### src/rtl/fps_pkg.sv
`timescale 1ns / 1ps
// ----------------------------------------------------------------------------
// fps_pkg
// Shared types, widths and the microprogram of the dead-time plant stepper.
// ----------------------------------------------------------------------------
package fps_pkg;

	localparam int DATA_W  = 32;
	localparam int MUL_W   = 34;
	localparam int PROD_W  = 2 * MUL_W;
	localparam int ACC_W   = 50;
	localparam int STEP_W  = 4;
	localparam int INDEX_W = 3;

	localparam logic signed [ACC_W-1:0] Y_MAX = 50'sd2147483647;
	localparam logic signed [ACC_W-1:0] Y_MIN = -50'sd2147483648;

	// request opcodes
	localparam logic OP_STEP    = 1'b0;
	localparam logic OP_RESTART = 1'b1;

	// configuration register indexes
	localparam logic [INDEX_W-1:0] REG_DECAY    = 3'd0;
	localparam logic [INDEX_W-1:0] REG_GAIN     = 3'd1;
	localparam logic [INDEX_W-1:0] REG_DSTEPS   = 3'd2;
	localparam logic [INDEX_W-1:0] REG_DFRAC    = 3'd3;
	localparam logic [INDEX_W-1:0] REG_FRICTION = 3'd4;
	localparam logic [INDEX_W-1:0] REG_INIT     = 3'd5;

	typedef logic [STEP_W-1:0] step_t;

	typedef enum logic [1:0] {
		MUL_NONE,
		MUL_DECAY,
		MUL_INTERP,
		MUL_GAIN
	} mul_sel_t;

	typedef enum logic [1:0] {
		RD_NONE,
		RD_TAP0,
		RD_TAP1
	} rd_sel_t;

	typedef enum logic [1:0] {
		ACC_NONE,
		ACC_LOAD,
		ACC_ADD
	} acc_op_t;

	typedef enum logic [1:0] {
		JMP_NONE,
		JMP_RESTART,
		JMP_OUT_BUSY
	} jmp_t;

	typedef enum logic [1:0] {
		FIN_NONE,
		FIN_STEP,
		FIN_RESTART
	} fin_t;

	typedef struct packed {
		jmp_t     cond;
		step_t    target;
		logic     mem_write;
		mul_sel_t mul_sel;
		rd_sel_t  rd_sel;
		acc_op_t  acc_op;
		logic     u0_load;
		logic     ud_load;
		fin_t     fin;
	} ctrl_t;

	localparam step_t STEP_FINISH  = 4'd8;
	localparam step_t STEP_RESTART = 4'd9;

	localparam ctrl_t CTRL_NOP = '{
		cond: JMP_NONE, target: '0, mem_write: 1'b0, mul_sel: MUL_NONE,
		rd_sel: RD_NONE, acc_op: ACC_NONE, u0_load: 1'b0, ud_load: 1'b0,
		fin: FIN_NONE
	};

	function automatic ctrl_t ucode(input step_t step);
		ctrl_t w;
		w = CTRL_NOP;
		case (step)
			4'd0: begin
				w.cond   = JMP_RESTART;
				w.target = STEP_RESTART;
			end
			4'd1: begin
				w.mem_write = 1'b1;
				w.mul_sel   = MUL_DECAY;
			end
			4'd2: begin
				w.rd_sel = RD_TAP0;
				w.acc_op = ACC_LOAD;
			end
			4'd3: begin
				w.u0_load = 1'b1;
				w.rd_sel  = RD_TAP1;
			end
			4'd4: begin
				w.mul_sel = MUL_INTERP;
			end
			4'd5: begin
				w.ud_load = 1'b1;
			end
			4'd6: begin
				w.mul_sel = MUL_GAIN;
			end
			4'd7: begin
				w.acc_op = ACC_ADD;
			end
			STEP_FINISH: begin
				w.cond   = JMP_OUT_BUSY;
				w.target = STEP_FINISH;
				w.fin    = FIN_STEP;
			end
			STEP_RESTART: begin
				w.cond   = JMP_OUT_BUSY;
				w.target = STEP_RESTART;
				w.fin    = FIN_RESTART;
			end
			default: begin
				w = CTRL_NOP;
			end
		endcase
		return w;
	endfunction

endpackage

### src/rtl/fps_mul.sv
`timescale 1ns / 1ps
// ----------------------------------------------------------------------------
// fps_mul
// Shared signed multiplier with a registered product.
// ----------------------------------------------------------------------------
module fps_mul (
	input  logic                                  clk,
	input  logic                                  en,
	input  logic signed [fps_pkg::MUL_W-1:0]      a,
	input  logic signed [fps_pkg::MUL_W-1:0]      b,
	output logic signed [fps_pkg::PROD_W-1:0]     prod
);

	logic signed [fps_pkg::PROD_W-1:0] prod_q;

	always_ff @(posedge clk) begin
		if (en) begin
			prod_q <= fps_pkg::PROD_W'(a) * fps_pkg::PROD_W'(b);
		end
	end

	assign prod = prod_q;

endmodule

### config.mk
export PLATFORM = sky130hd
export DESIGN_NAME = fps_mul
export DESIGN_NICKNAME = d
export VERILOG_FILES = /design/src/rtl/fps_pkg.sv /design/src/rtl/fps_mul.sv
export SDC_FILE = /design/constraint.sdc
export NUM_CORES = 2
export LEC_CHECK = 0
export ABC_AREA = 1
export BUFFER_PORTS_ARGS = -buffer_cell sky130_fd_sc_hd__buf_2
export CAP_MARGIN = 20
export CORE_UTILIZATION = 55
export DETAILED_ROUTE_END_ITERATION = 12
export PLACE_DENSITY = 0.71
export SYNTH_ARGS = -nofsm -noshare
export SYNTH_HDL_FRONTEND = slang
export SYNTH_SLANG_ARGS = --single-unit
### constraint.sdc
create_clock -name clk -period 9 [get_ports clk]
set_clock_uncertainty 0.2 [all_clocks]
set_input_delay 1.8 -clock clk [delete_from_list [all_inputs] [get_ports clk]]
set_output_delay 1.8 -clock clk [all_outputs]
set_load 0.01 [all_outputs]
# Yosys cells after proc, flatten, opt, wreduce, memory -nomap -nowiden
# Cells that the tools add are included.
[word_totals] regBits=68
[classes] n_mul=1
[ops] op="multiplier 34 x 34 -> 68 bit" count=1

# Longest topological paths before layout
[logic_depth] depth_word=1 depth_mapped=35 mapped_depth_nobuf=33

# Least setup slack after synthesis
# OpenSTA, ideal clock, no wires.
[synth_timing] path_type="input port to flip-flop" start="input port a[33] (netlist bit)" end="register prod_q (netlist bit prod[66]) (data pin)" cell_stages=24 t_arrival_ps=8511 setup_ps=252 t_required_ps=8548 setup_slack_ps=37 cell_sequence="clkbuf_1 > clkbuf_1 > nand2_1 > inv_1 > fa_1 > fa_1 > fa_1 > fa_1 > inv_1 > fa_1 > fa_1 > inv_1 > fa_1 > fa_1 > ha_1 > nand2_1 > nor2_1 > inv_1 > nor2_2 > nand2_1 > nor3_1 > nand2_2 > nand3_1 > nand2_1"
[synth_via] elab_chain_cells=1
[synth_rtl] element="start: declaration" line_no="fps_mul.sv:9" rtl="input logic signed [fps_pkg::MUL_W-1:0] a,"
[synth_rtl] element="multiplier 34 x 34 -> 68 bit" line_no="fps_mul.sv:18" rtl="prod_q <= fps_pkg::PROD_W'(a) * fps_pkg::PROD_W'(b);"
[synth_rtl] element="end signal: assignment" line_no="fps_mul.sv:18"
[synth_rtl] element="end: declaration" line_no="fps_mul.sv:14" rtl="logic signed [fps_pkg::PROD_W-1:0] prod_q;"
# Every way passes these cells.
# A chain may end at the register's enable or synchronous reset.

# Worst setup path after layout
[layout_timing] start="input port b[3] (netlist bit)" end="register prod_q (netlist bit prod[52]) (data pin)"
[layout_via] elab_chain_cells=1
[layout_rtl] element="start: declaration" line_no="fps_mul.sv:10" rtl="input logic signed [fps_pkg::MUL_W-1:0] b,"
[layout_rtl] element="multiplier 34 x 34 -> 68 bit" line_no="fps_mul.sv:18"
# Every way passes these cells.

==> impl_results.md <==
- Worst setup startpoint: b[3]
- Setup crit end kind: register
- Met1 usage: 38.4%
- Worst path arrival time: 8.56 ns
- Crit path cell chain: buf_2 > nand2_1 > inv_1 > fa_1 > fa_1 > fa_1 > buf_4 > inv_1 > fa_1 > fa_1 > fa_1 > fa_1 > fa_1 > inv_1 > ha_1 > nand2_1 > nor2_1 > inv_1 > nor3_1 > nand3_1 > nand4_1 > nand2_1
- Worst min-delay path class: input pin to register
- Slowest stage delay, CP: around 0.63 ns
- Prevailing post-synth register cell: edfxtp_1
- Initial Utilization: 55.8%
- Worst Slack Setup Final: 0.369 ns
- Final worst path period share: 95.9%
- Ports: 138
- Placed Area: roughly 51,000 um^2
- EDFF count, synth: 68
- Post-Route WL: 126,000 um
- Final Hold Fails: 0
- Share of cells above drive strength 1: 8.38%
- Post-Syn Area: 46,900 um^2
- CTS Sinks: 68
- Initial antenna violation count: 2
- Max Clock Freq: 116 MHz
- Hold path cells: 2
- Worst path buffer plus inverter count: 6
- Yosys top cell by area: fa_1
- # port buffers: 137
- Final hold slack: 2.01 ns
- GR peak layer: met2
- RSZ-0062 raised after global routing: false
- Cell family with most CP delay: adder cells
- Via Count: 35,997
- Synth cell count leaders: 2,116 x inv_1, 1,661 x nand2_1, 1,241 x fa_1, 269 x clkbuf_1, 204 x ha_1
- DRT Pass-1 Iters: 6
- Post-Syn Area per Cell: between 7 and 8 um^2
- Reg clk slew, reported paths: approximately 0.07 ns
- Synth Warn #: 0
- CTS H-Tree Depth: 3
- Outcome: finished clean
- Largest net degree at the start of global routing: 69
- GRT Overall Usage: 31.4%
- First-pass GRT wire length: 210,000 um
- Worst Tran Pin Value: 0.952 ns
- Routed vias/inst: approximately 4.9
- Syn Inst Count: roughly 6,000
- Seq/Total Area, Yosys: under 10%
- Synthesis-to-finish area growth: 8.69%
- Post-route ant nets: 0
- Placement Setup Slack: -0.0171 ns
- Hpwl dp: between 100,000 and 150,000 um
- Worst path required time: 8.93 ns
- Type of the worst setup path: input pin to register
- Fin. max-slew vios: 0
- Detailed Route Iter0 Violations: 2,235
- Max reg flops: 68
- Slowest-stage cell, CP: fa_1
- Vias in the first global route: 40,094
- Dominant cells by area after synthesis: fa_1 53%, inv_1 17%, nand2_1 13%
- Syn nets: roughly 7,500
- Placer Congestion: 0.933
- Num CTS Buffers: 9
- Die W: 294 um
- Core ar.: 84,100 um^2
- Area share of the largest cell type after synthesis: 53.0%
- WL per Instance: 17.3 um
- Finished Cell Area: 51,000 um^2
- Worst-path fanout max: 18
- Met2 GRT Util: 56.9%
- #FFs+latches synth: 68
- Max-cap violations: 0
- CTS root buf: clkbuf_16
- FP Rows: roughly 110
- Worst setup endpoint: prod[52]$_DFFE_PP_
- # Post-CTS Setup Buffers: 0
- Cell with the most instances after synthesis: inv_1
- Global route overflow: 0
- Distinct cell type count after synthesis: 32
- Die Height: a little under 300 um
- Tmin final: 8.63 ns
- Worst setup SP type: input pin
- Levels on crit path: 22
- Max Root-Sink Buffers: 2
- Final Setup Violations: 0
- Layout Nets: 7,664
- Max-slew headroom: 36.5%
- CTS tree: yes
- Most frequent CP cell: fa_1
- Met3 Use GR: around 3.3%
- FFs w/ async S/R, synth: 0%
- Post-Layout Cell Count: 7,292
- Die area: 86,500 um^2
- Post-Place Cells: 7,272
- Drt drc: 0
==> kinds of logic after synthesis <==
family          synth area share (%)
compound gates                  1.12
xor+xnor                       0.654
fa+ha+maj                       58.4
buf+inv                         19.1
flops                           4.35
simple gates                    16.3
==> cell usage in the layout, fill, tap and decap left out, types with 3 or more instances in the layout <==
cell type	count
a21oi_1	59
a21oi_2	4
buf_12	33
buf_2	135
buf_4	267
clkbuf_16	9
diode_2	4
edfxtp_1	68
fa_1	1241
ha_1	204
inv_1	2116
inv_2	3
nand2_1	1661
nand2_2	20
nand3_1	70
nand3_2	7
nand3b_1	3
nand4_1	19
nor2_1	113
nor2_2	11
nor3_1	15
nor3_2	5
o21ai_0	18
o21bai_1	11
or2_2	8
xor2_1	33
==> stage by stage <==
stage | utilization (%) | TNS, ns
after CTS | 60.6 | 0
after detailed placement | 60.2 | -0.0604
after global routing | 60.6 | 0
after floorplan | - | 0
final | 60.6 | 0
after global placement | 60.2 | -0.00290
==> layer usage <==
metal  vias to the layer above  share of wire [%]
met3                       295                5.5
met5                         -                  0
li1                      16454                  -
met2                      1176                 52
met1                     18072                 38
met4                         0                4.2
==> final cells by class <==
class / count / area [um^2]
repair buffers: 437 / 3360
diodes: 4 / 10.0
flip-flops and latches: 68 / 2040
well taps: 1134 / 1420
fillers: 7559 / 33100
multi-input cells: 3514 / 35900
clock buffers: 9 / 225
clock inverters: 7 / 76.3
inverters: 2119 / 7950
==> how the worst min path moves through the flow <==
stage,startpoint,endpoint,slack [ns]
floorplan,en,prod[0]$_DFFE_PP_,1.71
global placement,prod[6]$_DFFE_PP_,prod[6],2.01
detailed placement,prod[6]$_DFFE_PP_,prod[6],2.01
CTS,en,prod[2]$_DFFE_PP_,2.03
global route,en,prod[2]$_DFFE_PP_,2.06
finish,en,prod[2]$_DFFE_PP_,2.01
==> repair_timing <==
item / 4_1_cts / 5_1_grt
hold buffers: 0 / 0
resized for setup: 0 / 4
endpoints found under the setup margin: 0 / 2
Power is left out: the tool's default activity adds up to more than one toggle a clock period on the data nets, which glitch-free logic cannot reach.
